--- config.mk ---
export PLATFORM = sky130hd
export DESIGN_NAME = sha256_stream_hash
export DESIGN_NICKNAME = d
export VERILOG_FILES = /design/src/rtl/sha_pkg.sv /design/src/rtl/sha_msg_buf.sv /design/src/rtl/sha_core.sv /design/src/rtl/sha256_stream_hash.sv
export SDC_FILE = /design/constraint.sdc
export NUM_CORES = 2
export LEC_CHECK = 0
export ABC_AREA = 0
export BUFFER_PORTS_ARGS = -buffer_cell sky130_fd_sc_hd__buf_2
export CAP_MARGIN = 25
export CORE_UTILIZATION = 51
export CTS_CLUSTER_DIAMETER = 60
export DETAILED_ROUTE_END_ITERATION = 8
export PLACE_DENSITY = 0.66
export SYNTH_ARGS = -nofsm -noshare
export SYNTH_HDL_FRONTEND = slang
export SYNTH_HIERARCHICAL = 1
export SYNTH_SLANG_ARGS = --single-unit
--- constraint.sdc ---
create_clock -name clock -period 27.5 [get_ports clock]
set_input_delay 1.375 -clock clock [delete_from_list [all_inputs] [get_ports clock]]
set_output_delay 1.375 -clock clock [all_outputs]
set_load 0.01 [all_outputs]
--- src/rtl/sha_pkg.sv ---
// Shared types, constants and tables for the SHA-256 stream hash block.
// Used by sha_msg_buf, sha_core and sha256_stream_hash; no dependencies.
`timescale 1ns / 1ps

package sha_pkg;

   typedef enum logic [2:0] {
      ST_IDLE,
      ST_PAD_MARK,
      ST_PAD_ZERO,
      ST_PAD_LEN,
      ST_LOAD,
      ST_ROUND,
      ST_ADD,
      ST_OUT
   } sha_state_type;

   // message buffer control
   typedef struct packed {
      logic       byte_shift;
      logic [7:0] byte_val;
      logic       round_shift;
   } sha_buf_ctl_type;

   // compression unit control
   typedef struct packed {
      logic       init;
      logic       load;
      logic       round;
      logic       add;
      logic [5:0] round_idx;
   } sha_core_ctl_type;

   localparam logic [5:0]  FILL_LAST  = 6'd63;
   localparam logic [5:0]  FILL_LEN   = 6'd56;
   localparam logic [7:0]  PAD_BYTE   = 8'h80;
   localparam logic [5:0]  ROUND_LAST = 6'd63;
   localparam logic [2:0]  WORD_LAST  = 3'd7;
   localparam logic [63:0] BYTE_BITS  = 64'd8;

   function automatic logic [31:0] sha_iv(input logic [2:0] idx);
      logic [31:0] r;
      case (idx)
         3'd0:    r = 32'h6a09e667;
         3'd1:    r = 32'hbb67ae85;
         3'd2:    r = 32'h3c6ef372;
         3'd3:    r = 32'ha54ff53a;
         3'd4:    r = 32'h510e527f;
         3'd5:    r = 32'h9b05688c;
         3'd6:    r = 32'h1f83d9ab;
         default: r = 32'h5be0cd19;
      endcase
      return r;
   endfunction

   function automatic logic [31:0] sha_k(input logic [5:0] idx);
      logic [31:0] r;
      case (idx)
         6'd0:  r = 32'h428a2f98;  6'd1:  r = 32'h71374491;
         6'd2:  r = 32'hb5c0fbcf;  6'd3:  r = 32'he9b5dba5;
         6'd4:  r = 32'h3956c25b;  6'd5:  r = 32'h59f111f1;
         6'd6:  r = 32'h923f82a4;  6'd7:  r = 32'hab1c5ed5;
         6'd8:  r = 32'hd807aa98;  6'd9:  r = 32'h12835b01;
         6'd10: r = 32'h243185be;  6'd11: r = 32'h550c7dc3;
         6'd12: r = 32'h72be5d74;  6'd13: r = 32'h80deb1fe;
         6'd14: r = 32'h9bdc06a7;  6'd15: r = 32'hc19bf174;
         6'd16: r = 32'he49b69c1;  6'd17: r = 32'hefbe4786;
         6'd18: r = 32'h0fc19dc6;  6'd19: r = 32'h240ca1cc;
         6'd20: r = 32'h2de92c6f;  6'd21: r = 32'h4a7484aa;
         6'd22: r = 32'h5cb0a9dc;  6'd23: r = 32'h76f988da;
         6'd24: r = 32'h983e5152;  6'd25: r = 32'ha831c66d;
         6'd26: r = 32'hb00327c8;  6'd27: r = 32'hbf597fc7;
         6'd28: r = 32'hc6e00bf3;  6'd29: r = 32'hd5a79147;
         6'd30: r = 32'h06ca6351;  6'd31: r = 32'h14292967;
         6'd32: r = 32'h27b70a85;  6'd33: r = 32'h2e1b2138;
         6'd34: r = 32'h4d2c6dfc;  6'd35: r = 32'h53380d13;
         6'd36: r = 32'h650a7354;  6'd37: r = 32'h766a0abb;
         6'd38: r = 32'h81c2c92e;  6'd39: r = 32'h92722c85;
         6'd40: r = 32'ha2bfe8a1;  6'd41: r = 32'ha81a664b;
         6'd42: r = 32'hc24b8b70;  6'd43: r = 32'hc76c51a3;
         6'd44: r = 32'hd192e819;  6'd45: r = 32'hd6990624;
         6'd46: r = 32'hf40e3585;  6'd47: r = 32'h106aa070;
         6'd48: r = 32'h19a4c116;  6'd49: r = 32'h1e376c08;
         6'd50: r = 32'h2748774c;  6'd51: r = 32'h34b0bcb5;
         6'd52: r = 32'h391c0cb3;  6'd53: r = 32'h4ed8aa4a;
         6'd54: r = 32'h5b9cca4f;  6'd55: r = 32'h682e6ff3;
         6'd56: r = 32'h748f82ee;  6'd57: r = 32'h78a5636f;
         6'd58: r = 32'h84c87814;  6'd59: r = 32'h8cc70208;
         6'd60: r = 32'h90befffa;  6'd61: r = 32'ha4506ceb;
         6'd62: r = 32'hbef9a3f7;  default: r = 32'hc67178f2;
      endcase
      return r;
   endfunction

endpackage

--- src/rtl/sha_msg_buf.sv ---
// Message block buffer and schedule: a 16-word shift line filled a byte at a time,
// then stepped one word per round to produce W[t]. Depends on sha_pkg.
`timescale 1ns / 1ps

module sha_msg_buf (
   input  logic                     clock,
   input  logic                     reset,
   input  sha_pkg::sha_buf_ctl_type buf_ctl,
   output logic [31:0]              w_word
);

   logic [511:0] buf_ff;
   logic [511:0] buf_in;
   logic [31:0]  w1;
   logic [31:0]  w9;
   logic [31:0]  w14;
   logic [31:0]  sig0;
   logic [31:0]  sig1;
   logic [31:0]  w_next;

   // word 0 sits in the top bits, i.e. the first byte shifted in is the MSB
   assign w_word = buf_ff[511:480];
   assign w1     = buf_ff[479:448];
   assign w9     = buf_ff[223:192];
   assign w14    = buf_ff[63:32];

   always_comb begin
      sig0   = {w1[6:0], w1[31:7]} ^ {w1[17:0], w1[31:18]} ^ {3'b000, w1[31:3]};
      sig1   = {w14[16:0], w14[31:17]} ^ {w14[18:0], w14[31:19]} ^ {10'd0, w14[31:10]};
      w_next = sig1 + w9 + sig0 + w_word;
      buf_in = buf_ff;
      if (buf_ctl.byte_shift) begin
         buf_in = {buf_ff[503:0], buf_ctl.byte_val};
      end else if (buf_ctl.round_shift) begin
         buf_in = {buf_ff[479:0], w_next};
      end
   end

   // payload only; reset has no effect on the buffer
   always_ff @(posedge clock) begin
      if (reset) begin
         buf_ff <= buf_ff;
      end else begin
         buf_ff <= buf_in;
      end
   end

endmodule

--- src/rtl/sha_core.sv ---
// SHA-256 compression unit: chaining value, working variables and one shared
// round datapath stepped once per cycle while the round control is set. Depends on sha_pkg.
`timescale 1ns / 1ps

module sha_core (
   input  logic                      clock,
   input  logic                      reset,
   input  sha_pkg::sha_core_ctl_type core_ctl,
   input  logic [31:0]               w_word,
   input  logic [2:0]                rd_index,
   output logic [31:0]               rd_word
);

   logic [31:0] chain_ff [8];
   logic [31:0] chain_in [8];
   logic [31:0] v_ff [8];
   logic [31:0] v_in [8];
   logic [31:0] big0;
   logic [31:0] big1;
   logic [31:0] choose;
   logic [31:0] major;
   logic [31:0] t1;
   logic [31:0] t2;

   assign rd_word = chain_ff[rd_index];

   always_comb begin
      big1   = {v_ff[4][5:0], v_ff[4][31:6]} ^ {v_ff[4][10:0], v_ff[4][31:11]}
             ^ {v_ff[4][24:0], v_ff[4][31:25]};
      choose = (v_ff[4] & v_ff[5]) ^ (~v_ff[4] & v_ff[6]);
      t1     = v_ff[7] + big1 + choose + sha_pkg::sha_k(core_ctl.round_idx) + w_word;
      big0   = {v_ff[0][1:0], v_ff[0][31:2]} ^ {v_ff[0][12:0], v_ff[0][31:13]}
             ^ {v_ff[0][21:0], v_ff[0][31:22]};
      major  = (v_ff[0] & v_ff[1]) ^ (v_ff[0] & v_ff[2]) ^ (v_ff[1] & v_ff[2]);
      t2     = big0 + major;

      for (int i = 0; i < 8; i++) begin
         v_in[i]     = v_ff[i];
         chain_in[i] = chain_ff[i];
      end

      if (core_ctl.load) begin
         for (int i = 0; i < 8; i++) begin
            v_in[i] = chain_ff[i];
         end
      end else if (core_ctl.round) begin
         v_in[7] = v_ff[6];
         v_in[6] = v_ff[5];
         v_in[5] = v_ff[4];
         v_in[4] = v_ff[3] + t1;
         v_in[3] = v_ff[2];
         v_in[2] = v_ff[1];
         v_in[1] = v_ff[0];
         v_in[0] = t1 + t2;
      end

      if (core_ctl.init) begin
         for (int i = 0; i < 8; i++) begin
            chain_in[i] = sha_pkg::sha_iv(3'(i));
         end
      end else if (core_ctl.add) begin
         for (int i = 0; i < 8; i++) begin
            chain_in[i] = chain_ff[i] + v_ff[i];
         end
      end
   end

   always_ff @(posedge clock) begin
      if (reset) begin
         for (int i = 0; i < 8; i++) begin
            chain_ff[i] <= sha_pkg::sha_iv(3'(i));
         end
      end else begin
         for (int i = 0; i < 8; i++) begin
            chain_ff[i] <= chain_in[i];
         end
      end
   end

   always_ff @(posedge clock) begin
      for (int i = 0; i < 8; i++) begin
         v_ff[i] <= v_in[i];
      end
   end

endmodule

--- src/rtl/sha256_stream_hash.sv ---
// SHA-256 over a byte stream: sequencer, length/fill counters, output register.
// Instantiates sha_msg_buf and sha_core; depends on sha_pkg.
// Sequence: a data byte is shifted into the buffer while idle; the 64th byte of a block
// starts a compression (load, 64 rounds of the shared round unit, chain add). An end
// marker starts padding: pad bytes up to offset 56 (0x80 mark included), a turnaround
// step and 8 length bytes, with a compression per full block (one or two), then eight
// digest transactions, one per cycle when rsp_tready is high.
// Reset (synchronous): sequencer idle, counters zero, chaining value at the initial hash.
`timescale 1ns / 1ps

module sha256_stream_hash (
   input  logic        clock,
   input  logic        reset,
   input  logic        req_tvalid,
   output logic        req_tready,
   input  logic [7:0]  req_tdata,   // [7:0] msg_byte
   input  logic        req_tuser,   // [0] byte_present
   input  logic        req_tlast,   // msg_end
   output logic        rsp_tvalid,
   input  logic        rsp_tready,
   output logic [39:0] rsp_tdata,   // [31:0] digest_word, [34:32] word_index, rest zero
   output logic        rsp_tlast    // digest_last
);

   sha_pkg::sha_state_type    state_ff, state_in;
   sha_pkg::sha_state_type    ret_ff, ret_in;
   logic [5:0]                fill_ff, fill_in;
   logic [5:0]                round_ff, round_in;
   logic [63:0]               len_ff, len_in;
   logic [2:0]                out_idx_ff, out_idx_in;
   logic                      rsp_valid_ff, rsp_valid_in;
   logic [31:0]               word_ff, word_in;
   logic [2:0]                idx_ff, idx_in;
   logic                      last_ff, last_in;
   sha_pkg::sha_buf_ctl_type  buf_ctl;
   sha_pkg::sha_core_ctl_type core_ctl;
   logic [31:0]               w_word;
   logic [31:0]               rd_word;

   sha_msg_buf u_buf (
      .clock   (clock),
      .reset   (reset),
      .buf_ctl (buf_ctl),
      .w_word  (w_word)
   );

   sha_core u_core (
      .clock    (clock),
      .reset    (reset),
      .core_ctl (core_ctl),
      .w_word   (w_word),
      .rd_index (out_idx_ff),
      .rd_word  (rd_word)
   );

   assign req_tready = (state_ff == sha_pkg::ST_IDLE);
   assign rsp_tvalid = rsp_valid_ff;
   assign rsp_tdata  = {5'd0, idx_ff, word_ff};
   assign rsp_tlast  = last_ff;

   always_comb begin
      state_in     = state_ff;
      ret_in       = ret_ff;
      fill_in      = fill_ff;
      round_in     = round_ff;
      len_in       = len_ff;
      out_idx_in   = out_idx_ff;
      rsp_valid_in = rsp_valid_ff;
      word_in      = word_ff;
      idx_in       = idx_ff;
      last_in      = last_ff;
      buf_ctl      = '0;
      core_ctl     = '0;
      core_ctl.round_idx = round_ff;

      if (rsp_valid_ff && rsp_tready) begin
         rsp_valid_in = 1'b0;
      end

      case (state_ff)
         sha_pkg::ST_IDLE: begin
            if (req_tvalid) begin
               if (req_tuser) begin
                  buf_ctl.byte_shift = 1'b1;
                  buf_ctl.byte_val   = req_tdata;
                  fill_in            = fill_ff + 6'd1;
                  len_in             = len_ff + sha_pkg::BYTE_BITS;
               end
               if (req_tuser && fill_ff == sha_pkg::FILL_LAST) begin
                  state_in = sha_pkg::ST_LOAD;
                  ret_in   = req_tlast ? sha_pkg::ST_PAD_MARK : sha_pkg::ST_IDLE;
               end else if (req_tlast) begin
                  state_in = sha_pkg::ST_PAD_MARK;
               end
            end
         end
         sha_pkg::ST_PAD_MARK: begin
            buf_ctl.byte_shift = 1'b1;
            buf_ctl.byte_val   = sha_pkg::PAD_BYTE;
            fill_in            = fill_ff + 6'd1;
            state_in           = sha_pkg::ST_PAD_ZERO;
            if (fill_ff == sha_pkg::FILL_LAST) begin
               state_in = sha_pkg::ST_LOAD;
               ret_in   = sha_pkg::ST_PAD_ZERO;
            end
         end
         sha_pkg::ST_PAD_ZERO: begin
            if (fill_ff == sha_pkg::FILL_LEN) begin
               state_in = sha_pkg::ST_PAD_LEN;
            end else begin
               buf_ctl.byte_shift = 1'b1;
               buf_ctl.byte_val   = 8'h00;
               fill_in            = fill_ff + 6'd1;
               if (fill_ff == sha_pkg::FILL_LAST) begin
                  state_in = sha_pkg::ST_LOAD;
                  ret_in   = sha_pkg::ST_PAD_ZERO;
               end
            end
         end
         sha_pkg::ST_PAD_LEN: begin
            // big-endian bit length, top byte first
            buf_ctl.byte_shift = 1'b1;
            buf_ctl.byte_val   = len_ff[63:56];
            len_in             = {len_ff[55:0], 8'h00};
            fill_in            = fill_ff + 6'd1;
            if (fill_ff == sha_pkg::FILL_LAST) begin
               state_in = sha_pkg::ST_LOAD;
               ret_in   = sha_pkg::ST_OUT;
            end
         end
         sha_pkg::ST_LOAD: begin
            core_ctl.load = 1'b1;
            round_in      = 6'd0;
            state_in      = sha_pkg::ST_ROUND;
         end
         sha_pkg::ST_ROUND: begin
            core_ctl.round      = 1'b1;
            buf_ctl.round_shift = 1'b1;
            round_in            = round_ff + 6'd1;
            if (round_ff == sha_pkg::ROUND_LAST) begin
               state_in = sha_pkg::ST_ADD;
            end
         end
         sha_pkg::ST_ADD: begin
            core_ctl.add = 1'b1;
            state_in     = ret_ff;
         end
         sha_pkg::ST_OUT: begin
            if (!rsp_valid_ff || rsp_tready) begin
               rsp_valid_in = 1'b1;
               word_in      = rd_word;
               idx_in       = out_idx_ff;
               last_in      = (out_idx_ff == sha_pkg::WORD_LAST);
               out_idx_in   = out_idx_ff + 3'd1;
               if (out_idx_ff == sha_pkg::WORD_LAST) begin
                  // last word captured; restart for the next message
                  core_ctl.init = 1'b1;
                  len_in        = 64'd0;
                  state_in      = sha_pkg::ST_IDLE;
               end
            end
         end
         default: begin
            state_in = sha_pkg::ST_IDLE;
         end
      endcase
   end

   always_ff @(posedge clock) begin
      if (reset) begin
         state_ff     <= sha_pkg::ST_IDLE;
         ret_ff       <= sha_pkg::ST_IDLE;
         fill_ff      <= 6'd0;
         round_ff     <= 6'd0;
         len_ff       <= 64'd0;
         out_idx_ff   <= 3'd0;
         rsp_valid_ff <= 1'b0;
      end else begin
         state_ff     <= state_in;
         ret_ff       <= ret_in;
         fill_ff      <= fill_in;
         round_ff     <= round_in;
         len_ff       <= len_in;
         out_idx_ff   <= out_idx_in;
         rsp_valid_ff <= rsp_valid_in;
      end
   end

   always_ff @(posedge clock) begin
      word_ff <= word_in;
      idx_ff  <= idx_in;
      last_ff <= last_in;
   end

endmodule
Word level (Yosys, flattened, before mapping)
Memory sizes are Yosys's and may differ from the RTL's. A register that Yosys moved wholly into a read port is not among the register bits.
Index checks and enable logic that the tools add are counted.
{ "op_classes": {"add_sub_neg": 22, "n_mul": 0, "div": 0, "order_cmp": 0, "n_eq_ne": 20, "n_shift": 0, "mux": 67, "bitwise": 26, "reduce_logical": 17} }
{ "op_table": {"columns": ["operator", "n"], "rows": [
  ["256-bit two-way mux", 4],
  ["512-bit two-way mux", 2],
  ["32-bit adder", 18],
  ["32-bit two-way mux", 16],
  ["32-bit bitwise XOR", 9],
  ["64-bit two-way mux", 4],
  ["64-bit one-hot mux with 3 select lines", 1],
  ["32-bit AND", 5],
  ["64-bit by 4-bit adder with 64-bit output, second input constant", 1],
  ["3-bit two-way mux", 14],
  ["9-bit one-hot mux with 4 select lines", 1],
  ["32-bit inverter", 1],
  ["32-bit by 22-bit bitwise XOR with 32-bit output", 1],
  ["32-bit by 29-bit bitwise XOR with 32-bit output", 1],
  ["6-bit two-way mux", 5],
  ["9-bit two-way mux", 3],
  ["3-bit one-hot mux with 8 select lines", 1],
  ["6-bit equality test, second input constant", 3],
  ["6-bit one-hot mux with 3 select lines", 1],
  ["3-bit equality test, second input constant", 5],
  ["5-bit AND reduction", 3],
  ["1-bit two-way mux", 13],
  ["6-bit by 1-bit adder with 6-bit output, second input constant", 2],
  ["2-bit != test, second input constant", 6],
  ["19 further kinds", 32]
]} }
{ "word_totals": {"reg_bits": 602, "latch_bits": 0, "mem_bits_rw": 512, "romBits": 2048, "in_bits": 14, "out_inout_bits": 43, "elab_cells": 165, "n_memories": 3} }
{ "memory_table": {"columns": ["memory", "depth", "word_bits", "rd", "rd_clocked_by_memory_dff", "write_ports", "line", "text"], "rows": [
  ["(name not given)", 64, 32, 1, 1, 0, "sha_pkg.sv:58", "case (idx)"],
  ["u_core.chain_ff", 8, 32, 9, 1, 8, "sha_core.sv:14", "logic [31:0] chain_ff [8];"],
  ["u_core.v_ff", 8, 32, 8, 0, 8, "sha_core.sv:16", "logic [31:0] v_ff [8];"]
]} }

Logic depth before layout (Yosys ltp)
An unclocked memory read counts as a cell.
{ "logic_depth": {"word_depth": 10, "ltp_mapped": 41, "mapped_depth_nobuf": 40} }

Modules after synthesis
Netlist, hierarchy kept.
{ "modules_own_cells": {"columns": ["mod", "n_inst", "cells_per_inst", "area_per_inst_um2", "seq_area_each_um2"], "rows": [
  ["sha_core", 1, 4873, 44886.8, 12812.3],
  ["sha_msg_buf", 1, 1749, 26085.0, 15374.7],
  ["sha256_stream_hash", 1, 733, 6291.0, 2742.6]
]} }

Least setup slack after synthesis
OpenSTA, ideal clock, no wires.
{ "synth_path": {"kind": "input-to-reg", "start": "input req_tvalid", "end": "register u_buf.buf_ff[0] (enable)", "setup_ps": 1398, "arrival_ps": 23958, "required_ps": 26102, "setup_slack_ps": 2144, "stages": 8, "path_buffers": 3, "path_cell_list": "and2_1 > o32ai_1 > a21oi_2 > buf_2 > clkbuf_1 > buf_1 > nor2_1 > nor2_1"} }
{ "synth_rtl": {"columns": ["item", "line", "text"], "rows": [
  ["from (decl)", "sha256_stream_hash.sv:14", "input logic req_tvalid,"],
  ["to (signal assigned)", "sha_msg_buf.sv:42", "buf_ff <= buf_ff;"],
  ["to (signal assigned)", "sha_msg_buf.sv:44", "buf_ff <= buf_in;"],
  ["to (decl)", "sha_msg_buf.sv:12", "logic [511:0] buf_ff;"]
]} }

==> flow_summary.json <==
{
  "crit_buf_inv": 6,
  "wire_per_inst_um": 24.72,
  "cp-start-kind": "flop",
  "slew_headroom": 0.2535,
  "fin_util": 0.5589,
  "place_ws_ns": 18.06,
  "synth.distinct_cells": 115,
  "status": "finished clean",
  "ys_seq_elements": 1143,
  "clkLatencyLatePin_ns": 0.80,
  "holdPathEnd": "u_core/chain_ff[6][31]",
  "postSynthCellCount": 7355,
  "crit_path_top_delay_cell": "fa_1",
  "core_um2": 150100,
  "grt_start_max_net_pins": 210,
  "tns_ns": 0,
  "ys_seq_area_frac": 0.4003,
  "holdPathStages": 2,
  "fin_crit_ns": 9.632,
  "finalCritPeriodShare": 0.3502,
  "setup_viol": 0,
  "antenna_found_initial": 2,
  "grt_overflow": 0,
  "rows": 142,
  "wirelength_um": 231300,
  "hpwl_um": 170400,
  "die_x_um": 391.2,
  "drt_pass1_iterations": 6,
  "cp_max_fo": 62,
  "vias_per_cell": 6.173,
  "r2r_cells": 39,
  "finalWeightedCongestion": 1.000,
  "cts_tree": "done",
  "hold_slack_ns": 0.4837,
  "rsz0062_at_grt": "false",
  "cts_root_buf": "clkbuf_16",
  "r2r_end": "u_core/v_ff[0][31]",
  "syn_area_um2": 77260,
  "drtAntennaViolNets": 0,
  "die_area_um2": 153100,
  "crit_type": "flop to flop",
  "ys_async_sr_fraction": 0,
  "cts_max_level": 4,
  "first_iter_violations": 5269,
  "drc": 0,
  "cpMostUsedCell": "o21ai_0",
  "port_buffers": 51,
  "initial_core_util": 0.5146,
  "syn_area_per_cell_um2": 10.50,
  "cts_setup_buffers": 0,
  "ios": 57,
  "syn_to_final_growth_pct": 8.601,
  "grt_pass1_vias": 56150,
  "synth-edff-count": 804,
  "required_ns": 27.99,
  "skew_ns": 0.03613,
  "fmax_mhz": 103.8,
  "cts_buffer_depth": 3,
  "ys_warn_count": 6,
  "cts_sinks": 1143,
  "critPathCaptureType": "flop",
  "hold_viol_final": 0,
  "hold_buffers": 0,
  "tightest_slew_ns": 1.120,
  "cts.clk_slew.worst_paths_ns": 0.06,
  "slowest_delay_ns": 0.56,
  "die_h_um": 391.2,
  "cap_violations": 0,
  "fill_cells": 12930,
  "dr_total_vias": 57760,
  "grt_pass1_wl_um": 348300,
  "hold_class": "flop to flop",
  "regToRegSetupSlack_ns": 17.87,
  "grtUsageTotal": 0.2994,
  "critPathTopFamily": "compound AO/OA/AOI/OAI gates",
  "numCtsBuffers": 144,
  "nNetsFinal": 7820,
  "cts.repair.resized": 0,
  "critPathArrivalTime_ns": 10.12,
  "fin_ws_ns": 17.87,
  "drv_slew": 0,
  "drive_gt1_frac": 0.1659,
  "min_from": "u_core/chain_ff[6][31]",
  "r2r_start": "round_ff[2]",
  "synth_ff_type": "edfxtp_1"
}
==> layout by cell type, fill, tap and decap left out, types with 70 or more instances in the layout <==
cell type / synthesis / routed
xnor2_1: 340 / 340
clkbuf_16: 0 / 145
mux2i_1: 100 / 100
mux4_2: 72 / 72
edfxtp_1: 804 / 804
a21oi_1: 462 / 462
dfxtp_1: 339 / 332
fa_1: 195 / 195
mux2_2: 701 / 701
nor3_1: 107 / 106
a211oi_1: 72 / 72
nand3_1: 136 / 136
xor2_1: 202 / 202
nand2_1: 544 / 544
o21ai_0: 474 / 474
ha_1: 392 / 392
nor2_1: 426 / 421
buf_4: 40 / 70
a21o_1: 176 / 176
nand2b_1: 77 / 77
inv_1: 406 / 405
==> final cells by class <==
cell class	instances	area, um^2	area share
clock inverter	93	1086	0.01294
clock buffer	175	3771	0.04494
inverter	409	1540	0.01836
multi-input combinational	5394	43130	0.5140
sequential	1143	30950	0.3688
timing repair buffer	127	910.9	0.01086
antenna	1	2.502	0.00002982
tap	2016	2522	0.03006
==> layer usage <==
metal | GRT usage | part of all wire | up-vias
met5 | 0 | 0 | -
met4 | 0.1263 | 0.045 | 0
met3 | 0.03743 | 0.060 | 430
met2 | 0.5022 | 0.48 | 2068
met1 | 0.3897 | 0.42 | 28650
li1 | - | - | 26620
==> flip-flops by register name, indices dropped and copies added, names as in the netlist, 6 cells and up <==
register	count
len_ff	61
fill_ff	6
word_ff	32
round_ff	6
u_buf/buf_ff	512
u_core/chain_ff	256
u_core/v_ff	256
==> worst register-to-register path, delay by kind of cell, from the launching register on <==
kind,cells,cell delay [ns]
and+or+nand+nor,7,1.33
adders and majority gates,6,2.12
buffers and inverters,6,1.62
xor gates and xnor gates,3,0.46
DFF,1,0.32
AOI/OAI and AO/OA,17,3.48
==> synth_stat cells, drive strengths merged, types with 17 or more instances <==
cell | count | area share
ha | 392 | 0.063
nand2b | 77 | 0.0062
o21bai | 32 | 0.0031
a31o | 17 | 0.0019
o21a | 65 | 0.0063
a31oi | 60 | 0.0051
nand3 | 139 | 0.0093
o21ai | 485 | 0.032
nor2 | 428 | 0.021
dfxtp | 339 | 0.088
nand2 | 544 | 0.026
xnor2 | 341 | 0.039
o31ai | 46 | 0.0045
and4 | 21 | 0.0024
mux2i | 100 | 0.013
nor3 | 110 | 0.0073
o22ai | 23 | 0.0019
nand4 | 47 | 0.0042
fa | 195 | 0.051
a211oi | 72 | 0.0070
xor2 | 202 | 0.023
edfxtp | 804 | 0.31
inv | 406 | 0.020
mux2 | 702 | 0.10
nor2b | 62 | 0.0050
a311oi | 17 | 0.0020
a21oi | 465 | 0.030
mux4 | 72 | 0.021
and3 | 50 | 0.0041
buf | 126 | 0.0086
o211ai | 48 | 0.0047
and2 | 30 | 0.0024
a21o | 177 | 0.017
clkbuf | 287 | 0.014
a22oi | 31 | 0.0030
or3 | 39 | 0.0032
nor4 | 30 | 0.0031
maj3 | 22 | 0.0029
==> metrics by stage <==
step | instance area [um^2] | instances
5_1_grt | 83910 | 9357
2_1_floorplan | 77280 | 7359
4_1_cts | 83840 | 9353
3_3_place_gp | 78970 | 9083
3_5_place_dp | 78990 | 9085
6_report | 83910 | 9358
==> worst max path at each step <==
stage | start | endpoint | slack (ns) | cells after the start
after floorplan | req_tvalid | u_buf/buf_ff[0] | 2.14 | 8
after global placement | round_ff[2] | u_core/v_ff[0][31] | 17.96 | 39
after detailed placement | round_ff[2] | u_core/v_ff[0][31] | 18.06 | 39
after CTS | round_ff[2] | u_core/v_ff[0][31] | 17.99 | 39
after global routing | round_ff[2] | u_core/v_ff[0][31] | 17.23 | 39
final | round_ff[2] | u_core/v_ff[0][31] | 17.87 | 39
==> kinds of logic (layout without fill, tap and decap cells) <==
family	Yosys count	in the layout	synth area share
AO/OA/AOI/OAI	1728	1728	0.1417
XOR/XNOR	544	544	0.06194
other	1	6	0.00004854
adder cells (fa/ha/maj)	609	609	0.1169
flip-flops	1143	1143	0.4003
buffers and inverters	822	804	0.04249
AND/OR/NAND/NOR	1634	1634	0.1003
multiplexers	874	874	0.1363
Power is not shown: default switching activity piles up to over one toggle a cycle in this logic, so the estimate is an artifact.
